### src/pcxrle_pkg.sv
// Shared constants and types of the PCX run-length scanline decoder.
package pcxrle_pkg;

  localparam logic [12:0] MAX_WIDTH    = 13'd4096;
  localparam logic [12:0] MAX_HEIGHT   = 13'd4096;
  localparam logic [7:0]  RUN_HDR_MIN  = 8'hC0;
  localparam logic [7:0]  ALPHA_VALUE  = 8'hFF;

  localparam logic [1:0]  CFG_IMAGE_WIDTH  = 2'd0;
  localparam logic [1:0]  CFG_IMAGE_HEIGHT = 2'd1;
  localparam logic [1:0]  CFG_LINE_STRIDE  = 2'd2;

  localparam int unsigned FIFO_DEPTH = 4;
  localparam int unsigned FIFO_AW    = $clog2(FIFO_DEPTH);

  // Up to two run descriptors caused by one input byte: the decoded run and
  // the zero fill that closes a row when the data ends inside it.
  typedef struct packed {
    logic [7:0]  value;
    logic [11:0] row;
    logic [11:0] col_a;
    logic [12:0] len_a;
    logic        has_a;
    logic [11:0] col_b;
    logic [12:0] len_b;
    logic        has_b;
    logic        alpha;
    logic        complete;
  } run_pair_t;

endpackage

### src/pcxrle_fifo.sv
// Small descriptor queue between the byte parser and the output sequencer.
module pcxrle_fifo (
  input  logic                  clk,
  input  logic                  rst_n,
  input  logic                  push,
  input  pcxrle_pkg::run_pair_t push_data,
  input  logic                  pop,
  output pcxrle_pkg::run_pair_t pop_data,
  output logic                  full,
  output logic                  empty
);

  pcxrle_pkg::run_pair_t mem_r [pcxrle_pkg::FIFO_DEPTH];
  logic [pcxrle_pkg::FIFO_AW-1:0] wr_ptr_r;
  logic [pcxrle_pkg::FIFO_AW-1:0] rd_ptr_r;
  logic [pcxrle_pkg::FIFO_AW:0]   count_r;

  assign full     = (count_r == (pcxrle_pkg::FIFO_AW+1)'(pcxrle_pkg::FIFO_DEPTH));
  assign empty    = (count_r == '0);
  assign pop_data = mem_r[rd_ptr_r];

  always_ff @(posedge clk) begin
    if (push) begin
      mem_r[wr_ptr_r] <= push_data;
    end
  end

  always_ff @(posedge clk) begin
    if (!rst_n) begin
      wr_ptr_r <= '0;
      rd_ptr_r <= '0;
      count_r  <= '0;
    end else begin
      if (push) begin
        wr_ptr_r <= wr_ptr_r + 1'b1;
      end
      if (pop) begin
        rd_ptr_r <= rd_ptr_r + 1'b1;
      end
      unique case ({push, pop})
        2'b10:   count_r <= count_r + 1'b1;
        2'b01:   count_r <= count_r - 1'b1;
        default: count_r <= count_r;
      endcase
    end
  end

endmodule

### src/pcxrle_front.sv
// Byte parser: configuration registers, row and column tracking, run descriptors.
module pcxrle_front (
  input  logic                  clk,
  input  logic                  rst_n,
  input  logic                  cfg_we,
  input  logic [1:0]            cfg_addr,
  input  logic [15:0]           cfg_wdata,
  input  logic                  in_valid,
  input  logic [7:0]            in_byte,
  input  logic                  in_end,
  output logic                  in_ready,
  input  logic                  fifo_full,
  output logic                  push,
  output pcxrle_pkg::run_pair_t push_data
);

  logic [12:0] width_r;
  logic [12:0] height_r;
  logic [15:0] stride_r;

  logic [12:0] column_r, column_nxt;
  logic [12:0] row_r, row_nxt;
  logic        awaiting_r, awaiting_nxt;
  logic [5:0]  pending_r, pending_nxt;
  logic [15:0] padding_r, padding_nxt;
  logic        alpha_r, alpha_nxt;
  logic        finished_r, finished_nxt;

  logic        accept;
  logic [12:0] w_eff;
  logic [12:0] h_eff;
  logic        is_hdr;
  logic        write_en;
  logic [12:0] want_a;
  logic [12:0] room_a;
  logic [12:0] len_a;
  logic [12:0] col_a;
  logic        awaiting_a;
  logic        line_end;
  logic [12:0] row_inc;
  logic [12:0] room_b;
  logic [15:0] w_ext;
  logic        data_used;
  logic        row_done;

  assign in_ready = !fifo_full;
  assign accept   = in_valid && !fifo_full;

  assign w_eff = (width_r > pcxrle_pkg::MAX_WIDTH) ? pcxrle_pkg::MAX_WIDTH : width_r;
  assign h_eff = (height_r > pcxrle_pkg::MAX_HEIGHT) ? pcxrle_pkg::MAX_HEIGHT : height_r;
  assign w_ext = {3'b000, w_eff};

  // A header byte only loads the count; the pixels come with the next byte.
  assign is_hdr     = (in_byte >= pcxrle_pkg::RUN_HDR_MIN);
  assign write_en   = awaiting_r || !is_hdr;
  assign want_a     = awaiting_r ? {7'd0, pending_r} : 13'd1;
  assign room_a     = (column_r < w_eff) ? (w_eff - column_r) : 13'd0;
  assign len_a      = !write_en ? 13'd0 : ((want_a < room_a) ? want_a : room_a);
  assign col_a      = column_r + len_a;
  assign awaiting_a = !awaiting_r && is_hdr;
  assign line_end   = !awaiting_a && (col_a >= w_eff);
  assign row_inc    = row_r + 13'd1;
  assign room_b     = (col_a < w_eff) ? (w_eff - col_a) : 13'd0;

  always_comb begin
    column_nxt   = column_r;
    row_nxt      = row_r;
    awaiting_nxt = awaiting_r;
    pending_nxt  = pending_r;
    padding_nxt  = padding_r;
    alpha_nxt    = alpha_r;
    finished_nxt = finished_r;
    data_used    = 1'b0;
    row_done     = 1'b0;

    push_data          = '0;
    push_data.value    = in_byte;
    push_data.row      = row_r[11:0];
    push_data.col_a    = column_r[11:0];
    push_data.len_a    = len_a;
    push_data.col_b    = col_a[11:0];
    push_data.len_b    = room_b;

    if (accept && !finished_r) begin
      priority if (row_r >= h_eff) begin
        finished_nxt = 1'b1;
      end else if (padding_r != 16'd0) begin
        padding_nxt = padding_r - 16'd1;
      end else begin
        data_used       = 1'b1;
        awaiting_nxt    = awaiting_a;
        column_nxt      = col_a;
        push_data.has_a = (len_a != 13'd0);
        if (awaiting_a) begin
          pending_nxt = in_byte[5:0];
        end
        if (push_data.has_a && (in_byte == pcxrle_pkg::ALPHA_VALUE)) begin
          alpha_nxt = 1'b1;
        end
        if (line_end) begin
          column_nxt  = 13'd0;
          row_nxt     = row_inc;
          padding_nxt = (stride_r > w_ext) ? (stride_r - w_ext) : 16'd0;
          row_done    = 1'b1;
          if (row_inc >= h_eff) begin
            finished_nxt = 1'b1;
          end
        end
      end

      // Data that ends inside a row closes it with a run of zeros.
      if (in_end && !finished_nxt) begin
        if (data_used && !row_done) begin
          push_data.has_b = (room_b != 13'd0);
        end
        awaiting_nxt = 1'b0;
        finished_nxt = 1'b1;
      end
    end

    push_data.alpha    = alpha_nxt;
    push_data.complete = finished_nxt;
  end

  assign push = accept && (push_data.has_a || push_data.has_b);

  always_ff @(posedge clk) begin
    if (!rst_n) begin
      width_r    <= 13'd1;
      height_r   <= 13'd1;
      stride_r   <= 16'd1;
      column_r   <= '0;
      row_r      <= '0;
      awaiting_r <= 1'b0;
      pending_r  <= '0;
      padding_r  <= '0;
      alpha_r    <= 1'b0;
      finished_r <= 1'b0;
    end else begin
      if (cfg_we) begin
        unique case (cfg_addr)
          pcxrle_pkg::CFG_IMAGE_WIDTH:  width_r  <= cfg_wdata[12:0];
          pcxrle_pkg::CFG_IMAGE_HEIGHT: height_r <= cfg_wdata[12:0];
          pcxrle_pkg::CFG_LINE_STRIDE:  stride_r <= cfg_wdata;
          default: ;
        endcase
      end
      column_r   <= column_nxt;
      row_r      <= row_nxt;
      awaiting_r <= awaiting_nxt;
      pending_r  <= pending_nxt;
      padding_r  <= padding_nxt;
      alpha_r    <= alpha_nxt;
      finished_r <= finished_nxt;
    end
  end

endmodule

### src/pcxrle_back.sv
// Output sequencer: unpacks queued descriptor pairs into single run transactions.
module pcxrle_back (
  input  logic                  clk,
  input  logic                  rst_n,
  input  logic                  fifo_empty,
  input  pcxrle_pkg::run_pair_t fifo_head,
  output logic                  pop,
  output logic                  out_tvalid,
  input  logic                  out_tready,
  output logic [47:0]           out_tdata,
  output logic [1:0]            out_tuser,
  output logic                  out_tlast
);

  logic        valid_r;
  logic [7:0]  value_r;
  logic [11:0] col_r;
  logic [11:0] row_r;
  logic [12:0] len_r;
  logic        alpha_r;
  logic        complete_r;
  logic        last_r;
  logic        pend_r;
  logic [11:0] pend_col_r;
  logic [12:0] pend_len_r;
  logic        slot_free;

  assign slot_free = !valid_r || out_tready;
  assign pop       = slot_free && !pend_r && !fifo_empty;

  always_ff @(posedge clk) begin
    if (!rst_n) begin
      valid_r <= 1'b0;
      pend_r  <= 1'b0;
    end else if (slot_free) begin
      priority if (pend_r) begin
        valid_r <= 1'b1;
        pend_r  <= 1'b0;
      end else if (!fifo_empty) begin
        valid_r <= 1'b1;
        pend_r  <= fifo_head.has_a && fifo_head.has_b;
      end else begin
        valid_r <= 1'b0;
      end
    end
  end

  // The zero fill keeps the row and flags of the run loaded just before it.
  always_ff @(posedge clk) begin
    if (slot_free) begin
      if (pend_r) begin
        value_r <= 8'd0;
        col_r   <= pend_col_r;
        len_r   <= pend_len_r;
        last_r  <= 1'b1;
      end else if (!fifo_empty) begin
        value_r    <= fifo_head.has_a ? fifo_head.value : 8'd0;
        col_r      <= fifo_head.has_a ? fifo_head.col_a : fifo_head.col_b;
        len_r      <= fifo_head.has_a ? fifo_head.len_a : fifo_head.len_b;
        row_r      <= fifo_head.row;
        alpha_r    <= fifo_head.alpha;
        complete_r <= fifo_head.complete;
        last_r     <= !(fifo_head.has_a && fifo_head.has_b);
        pend_col_r <= fifo_head.col_b;
        pend_len_r <= fifo_head.len_b;
      end
    end
  end

  assign out_tvalid = valid_r;
  assign out_tdata  = {3'b000, len_r, row_r, col_r, value_r};
  assign out_tuser  = {complete_r, alpha_r};
  assign out_tlast  = last_r;

endmodule

### src/pcx_rle_scanline_decoder.sv
// PCX 8-bit run-length scanline decoder, top level.
// A run transaction passes through the descriptor queue and the output register before it is offered.
// Throughput: one compressed byte per cycle while the queue is not full; a byte that also
// closes its row with a zero fill yields two output transactions, absorbed by a four-entry queue.
// Reset (synchronous, rst_n low) empties the queue, clears position and flags,
// and sets width, height and stride to one.
module pcx_rle_scanline_decoder (
  input  logic        clk,
  input  logic        rst_n,
  input  logic        cfg_we,
  input  logic [1:0]  cfg_addr,
  input  logic [15:0] cfg_wdata,
  input  logic        in_tvalid,
  output logic        in_tready,
  input  logic [7:0]  in_tdata,   // data_byte[7:0]
  input  logic        in_tlast,
  output logic        out_tvalid,
  input  logic        out_tready,
  output logic [47:0] out_tdata,  // run_value[7:0], run_column[19:8], run_row[31:20],
                                  // run_length[44:32], zero pad[47:45]
  output logic [1:0]  out_tuser,  // has_alpha[0], image_complete[1]
  output logic        out_tlast
);

  pcxrle_pkg::run_pair_t push_data;
  pcxrle_pkg::run_pair_t head_data;
  logic                  push;
  logic                  pop;
  logic                  fifo_full;
  logic                  fifo_empty;

  pcxrle_front u_front (
    .clk       (clk),
    .rst_n     (rst_n),
    .cfg_we    (cfg_we),
    .cfg_addr  (cfg_addr),
    .cfg_wdata (cfg_wdata),
    .in_valid  (in_tvalid),
    .in_byte   (in_tdata),
    .in_end    (in_tlast),
    .in_ready  (in_tready),
    .fifo_full (fifo_full),
    .push      (push),
    .push_data (push_data)
  );

  pcxrle_fifo u_fifo (
    .clk       (clk),
    .rst_n     (rst_n),
    .push      (push),
    .push_data (push_data),
    .pop       (pop),
    .pop_data  (head_data),
    .full      (fifo_full),
    .empty     (fifo_empty)
  );

  pcxrle_back u_back (
    .clk        (clk),
    .rst_n      (rst_n),
    .fifo_empty (fifo_empty),
    .fifo_head  (head_data),
    .pop        (pop),
    .out_tvalid (out_tvalid),
    .out_tready (out_tready),
    .out_tdata  (out_tdata),
    .out_tuser  (out_tuser),
    .out_tlast  (out_tlast)
  );

  // Every reported run writes at least one pixel.
  a_len_nonzero: assert property (@(posedge clk) disable iff (!rst_n)
    out_tvalid |-> (out_tdata[44:32] != 13'd0))
    else $error("run transaction with zero length");

  // A run never extends past the widest possible row.
  a_run_in_row: assert property (@(posedge clk) disable iff (!rst_n)
    out_tvalid |-> (({1'b0, out_tdata[19:8]} + out_tdata[44:32]) <= pcxrle_pkg::MAX_WIDTH))
    else $error("run transaction crosses the row end");

  // A zero fill run is always the last transaction of its byte.
  a_fill_last: assert property (@(posedge clk) disable iff (!rst_n)
    (out_tvalid && out_tready && !out_tlast) |=> (out_tvalid && out_tdata[7:0] == 8'd0))
    else $error("second run of a byte is not a zero fill");

  a_reset_idle: assert property (@(posedge clk)
    !rst_n |=> !out_tvalid)
    else $error("output valid right after reset");

endmodule
### config.mk
export PLATFORM = sky130hd
export DESIGN_NAME = pcx_rle_scanline_decoder
export DESIGN_NICKNAME = d
export VERILOG_FILES = /design/src/pcxrle_pkg.sv /design/src/pcxrle_fifo.sv /design/src/pcxrle_front.sv /design/src/pcxrle_back.sv /design/src/pcx_rle_scanline_decoder.sv
export SDC_FILE = /design/constraint.sdc
export NUM_CORES = 1
export LEC_CHECK = 0
export ABC_AREA = 0
export BUFFER_PORTS_ARGS = -buffer_cell sky130_fd_sc_hd__buf_2
export CORE_MARGIN = 1.5
export CORE_UTILIZATION = 35
export CTS_BUF_LIST = sky130_fd_sc_hd__clkbuf_4 sky130_fd_sc_hd__clkbuf_8 sky130_fd_sc_hd__clkbuf_16
export DETAILED_ROUTE_END_ITERATION = 6
export GPL_TIMING_DRIVEN = 0
export PLACE_DENSITY_LB_ADDON = 0.05
export RECOVER_POWER = 100
export SLEW_MARGIN = 5
export SYNTH_ARGS = -nofsm -noshare
export SYNTH_HDL_FRONTEND = slang
export SYNTH_SLANG_ARGS = --single-unit
export TNS_END_PERCENT = 1
### constraint.sdc
create_clock -name clk -period 8.8 [get_ports clk]
set_input_delay 0.88 -clock clk [delete_from_list [all_inputs] [get_ports clk]]
set_output_delay 0.88 -clock clk [all_outputs]
set_load 0.02 [all_outputs]
Word level (Yosys, flattened, before mapping). Memories as Yosys holds them, arrays and structs flattened. A register that Yosys moved wholly into a read port is not among the register bits. Cells that the tools add are included.

Bits in registers: 175. RAM bits: 296. Input bits: 32. Output and inout port bits: 53. Logic and storage cells: 156. Memories kept: 1.

Memories: u_fifo.mem_r (words 4, bits a word 74, rd ports 1, clocked after Yosys merged registers in 1, wr ports 1, line pcxrle_fifo.sv:13) `pcxrle_pkg::run_pair_t mem_r [pcxrle_pkg::FIFO_DEPTH];`.

$add $sub $neg: 10. Magnitude comparators: 10. Equality and inequality tests: 9. Mux-type cells: 56. Bitwise operators: 4. Reductions and logical operators: 42.

Operators by type and width (number): two-way mux 13 bit (10); two-way mux 16 bit (3); >= comparator 13 bit (3); less-than comparator 13 bit (3); two-way mux 12 bit (3); two-way mux 1 bit (34); > comparator 13 bit, second input constant (2); nonzero test 13 bit (2); subtractor 13 bit (2); > comparator 16 x 13 -> 1 bit (1); two-way mux 8 bit (2); nonzero test 16 bit (1); subtractor 16 x 1 -> 16 bit, second input constant (1); subtractor 16 x 13 -> 16 bit (1); adder 13 x 1 -> 13 bit, second input constant (1); adder 13 bit (1); AND reduction 3 bit (4); logical AND 1 bit (11); logical NOT 1 bit (11); equality test 8 bit, second input constant (1); >= comparator 8 bit, second input constant (1); AND reduction 2 bit (4); AND reduction 4 bit (2); two-way mux 6 bit (1); other kinds (14) (26).

Depth between registers and ports, before layout.
Depth after elaboration: 23. Mapped depth: 48. Mapped depth without buffers: 45.

By module. Synthesis repeated with hierarchy kept, for this count alone.

Cells, all modules: 1691. Area, all modules: 22285.1 µm².

By module, submodules not included: pcxrle_fifo (times used 1, cells each 432, area each 11130.7 µm², sequential area each 9068.7 µm²); pcxrle_front (times used 1, cells each 1073, area each 8185.4 µm², sequential area each 1861.8 µm²); pcxrle_back (times used 1, cells each 186, area each 2969.1 µm², sequential area each 2232.1 µm²).

Least setup slack after synthesis. No wires, ideal clock.

Path type: reg2reg. Start: register u_front.width_r[12]. End: memory u_fifo.mem_r[0][0] in the netlist's numbering (enable). Library setup time: 0.429 ns. Arrival time: 9.292 ns. Required time: 8.371 ns. Setup slack: -0.921 ns. Stages on the path, launching flop included: 42. Path buffers: 4. Period minus slack after synthesis: 9.721 ns. Path through: dfxtp_1 > inv_1 > clkbuf_1 > nand2_1 > inv_1 > ha_1 > clkbuf_1 > nand2_1 > o21ai_0 > o211ai_1 > a21oi_1 > nand2_1 > ha_1 > a21o_1 > a21o_1 > a21o_1 > a21oi_1 > nand2_1 > (+6 left out) > a21o_1 > a21oi_1 > o21bai_1 > a21oi_1 > o21ai_0 > a311oi_1 > xnor2_1 > inv_1 > ha_1 > a21o_1 > a21oi_1 > nand2b_1 > a31oi_1 > or2_2 > mux2i_1 > inv_1 > a21oi_1 > o211a_1.

RTL lines: start, declared (line pcxrle_front.sv:17) `logic [12:0] width_r;`; start signal, assigned (line pcxrle_front.sv:142) `pcxrle_pkg::CFG_IMAGE_WIDTH: width_r <= cfg_wdata[12:0];`; end, declared (line pcxrle_fifo.sv:13).

==> run metrics <==
Final min period around 8.5 ns; H-tree depth 2; worst vdd ir 140 uV; Post-CTS Hold Buffers 0; CP max stage delay roughly 0.42 ns; Residual DRC 0; Mapped Area 0.0221 mm2; pwr/cell area between 200 and 300 mW/mm2; sequential area share after synthesis 0.596; kind of start point of the critical path flip-flop; initial drt markers 786; Clock Sinks 473; Setup crit end kind flip-flop; initial antenna violation count 0; commonest cells in the netlist edfxtp_1, nand2_1, dfxtp_1, ha_1, o21ai_0; Worst Path Arrival 8.75 ns; Finished Cell Area around 0.027 mm2; # port buffers 80; Slew Viols, Final 23; Slowest-stage cell, CP a2111oi_4; hold_ws approximately 0.47 ns; gr ovfl total 0; Req. time, crit path ~9.1 ns; Int Pwr between 5000 and 6000 uW; row count 91; Max Freq 118 MHz; Syn Inst Count about 1.7k; final wirelength between 50000 and 60000 um; met2 usage 0.314; power share of the clock group 0.285; via count normalized by instance count 5.03; via count approximately 14k; clock transition at the registers of the reported paths 0.06 ns; clk buf depth 3; die area between 0.06 and 0.07 mm2; switch share 0.339; Worst R2R Path Depth 40; TritonCTS Buffers 53; worst reg2reg startpoint u_front.width_r[12]$_SDFFE_PN0P_; CP max FO 36; Area contributors post-synth edfxtp_1, dfxtp_1, mux4_2, ha_1, nand2_1; number of global-route vias before repair around 14k; Seq pwr share 0.380; ys flop type edfxtp_1; nets 2052; violated checks max-capacitance violations, max-slew violations; Final ANT Viol Nets 0; Setup TNS Final 0 ns; final setup vio count 0; core area 0.0621 mm2; Initial Utilization 0.356; die width around 250 um; hold depth 2; later-pin clock latency in the skew report 0.61 ns; Die Y-Extent ~250 um; Slew Limit Headroom -0.0574; CTS tree yes; Final Skew a little over 0.02 ns; FFs w/ async S/R, synth 0; Slew @ Worst Pin about 1.6 ns; met1 Resource Use GR 0.244; share of cells above drive strength 1 0.188; top-count cell post-synth edfxtp_1; io pins 85; Yosys top cell area share 0.502; Net Switching between 2000 and 3000 uW; DP HPWL about 40000 um; largest net degree at the start of global routing 39; origin of the worst min-delay path u_front.height_r[0]$_SDFFE_PN1P_; fin crit share 0.964; register bit total from synthesis 473; met3 Use GR 0.0262; DR WL/cell 21.2 um; max cap viols 1; Distinct cells, synth 79; synth warn 0; leakage between 0.009 and 0.01 uW; endpoint of the worst register-to-register path u_fifo.mem_r[2][19]$_DFFE_PP_; Mean Syn Cell Area ~13 um2; gr busiest metal met2; Post-synth EDFFs roughly 370; combinational power share 0.335; Final Hold Fails 0; global-route usage over all layers 0.185; Area Overhead vs Synth 20.4%; placed standard-cell area between 0.02 and 0.025 mm2; non-filler cells, final between 2k and 3k; min-delay worst type reg2reg; r2r setup slk between 0.3 and 0.4 ns; GPL Wtd Cong around 0.86; CTS Root Cell clkbuf_16; first-pass GRT wire length a little under 90000 um; Setup CP Type reg2reg; Cells after DPL 2666; CP Capture Point u_fifo.mem_r[2][19]$_DFFE_PP_; Worst Setup SP u_front.width_r[12]$_SDFFE_PN0P_; drt first pass iters 7; top cell type by total area after synthesis edfxtp_1; total power ~8000 uW; outcome complete, but fails checks
stage by stage:
| stage | worst slack, ns | utilization |
|---|---|---|
| after floorplan | 0.0568 | - |
| after global placement | -2.98 | 0.382 |
| after detailed placement | -2.89 | 0.386 |
| after CTS | -0.0237 | 0.423 |
| after global routing | -0.0444 | 0.429 |
| final | 0.320 | 0.429 |
worst min path at each step:
stage / to / slack [ns]
global placement: u_front.alpha_r$_SDFF_PN0_ / 0.45
global route: u_front.height_r[7]$_SDFFE_PN0P_ / 0.49
floorplan: u_front.height_r[0]$_SDFFE_PN1P_ / 0.43
CTS: u_front.width_r[11]$_SDFFE_PN0P_ / 0.47
detailed placement: u_front.height_r[0]$_SDFFE_PN1P_ / 0.45
finish: u_front.height_r[0]$_SDFFE_PN1P_ / 0.47
cells by family after synthesis:
kind of cell	Yosys count	synth area share
compound gates	316	0.0940
xor+xnor	63	0.0250
fa+ha+maj	96	0.0561
buf+inv	149	0.0270
flops	473	0.596
mux	106	0.0900
other cells	1	0.000170
simple gates	498	0.112
sequential cells by signal, indices dropped and copies added (netlist names), 2 cells and up, named ones only:
name               count
u_back.col_r          12
u_back.len_r          13
u_back.pend_col_r     12
u_back.pend_len_r     13
u_back.row_r          12
u_back.value_r         8
u_fifo.count_r         3
u_fifo.mem_r         296
u_fifo.rd_ptr_r        2
u_fifo.wr_ptr_r        2
u_front.column_r      13
u_front.height_r      13
u_front.padding_r     16
u_front.pending_r      6
u_front.row_r         13
u_front.stride_r      16
u_front.width_r       13
critical path, delay by kind of cell (launching register included):
family | cells | cell delay, ns
xor gates and xnor gates | 1 | 0.17
buffers and inverters | 8 | 1.08
AOI/OAI and AO/OA | 17 | 3.34
DFF | 1 | 0.36
muxes | 1 | 0.31
adders and majority gates | 5 | 1.20
and+or+nand+nor | 8 | 1.61
cell usage in the layout, fill, tap and decap left out, drive strengths merged, types with 6 or more instances in the layout:
cell and instances:
a21boi 57, a21oi 63, clkinv 18, or3 13
or2 7, edfxtp 369, o21bai 8, nand2 213
inv 70, nor3 36, nand3 26, mux4 74
and3 11, a31oi 7, nor2 53, nor4 7
o21ai 79, xor2 26, o211ai 9, conb 37
nor2b 30, a21o 20, dfxtp 104, ha 91
nand2b 15, mux2i 30, a211oi 8, o211a 9
nand4 12, buf 84, and2 42, o21a 11
xnor2 37, or4 6, clkbuf 196, a22oi 6
layout make-up:
class / count / area (um2)
antenna: 1 / 2.50
buffer: 74 / 343
clock buffer: 72 / 1520
clock inverter: 28 / 273
fill: 5840 / 35500
inverter: 68 / 263
multi-input combinational: 1120 / 9140
sequential: 473 / 13200
tap: 837 / 1050
timing repair buffer: 134 / 836
power by group through the flow:
stage                     Clock, uW  Sequential [uW]  Combinational [uW]
after floorplan                   0             3160                1590
after global placement            0             3070                2470
after detailed placement          0             3040                2550
after CTS                      2310             3000                2680
after global routing           2390             3040                2890
final                          2250             3000                2650
layer usage:
layer | part of all wire | vias up
li1 | - | 6796
met1 | 0.45 | 7025
met2 | 0.48 | 219
met3 | 0.033 | 92
met4 | 0.030 | 0
met5 | 0 | -
what timing repair did:
item                       in CTS  in global routing
resized for setup              94                 54
pin swaps                      24                 40
buffers inserted               17                 25
setup endpoints to repair     405                321
cloned                          3                  2
hold endpoints to repair        0                  0
No activity file was read; power rests on OpenSTA's default activity.
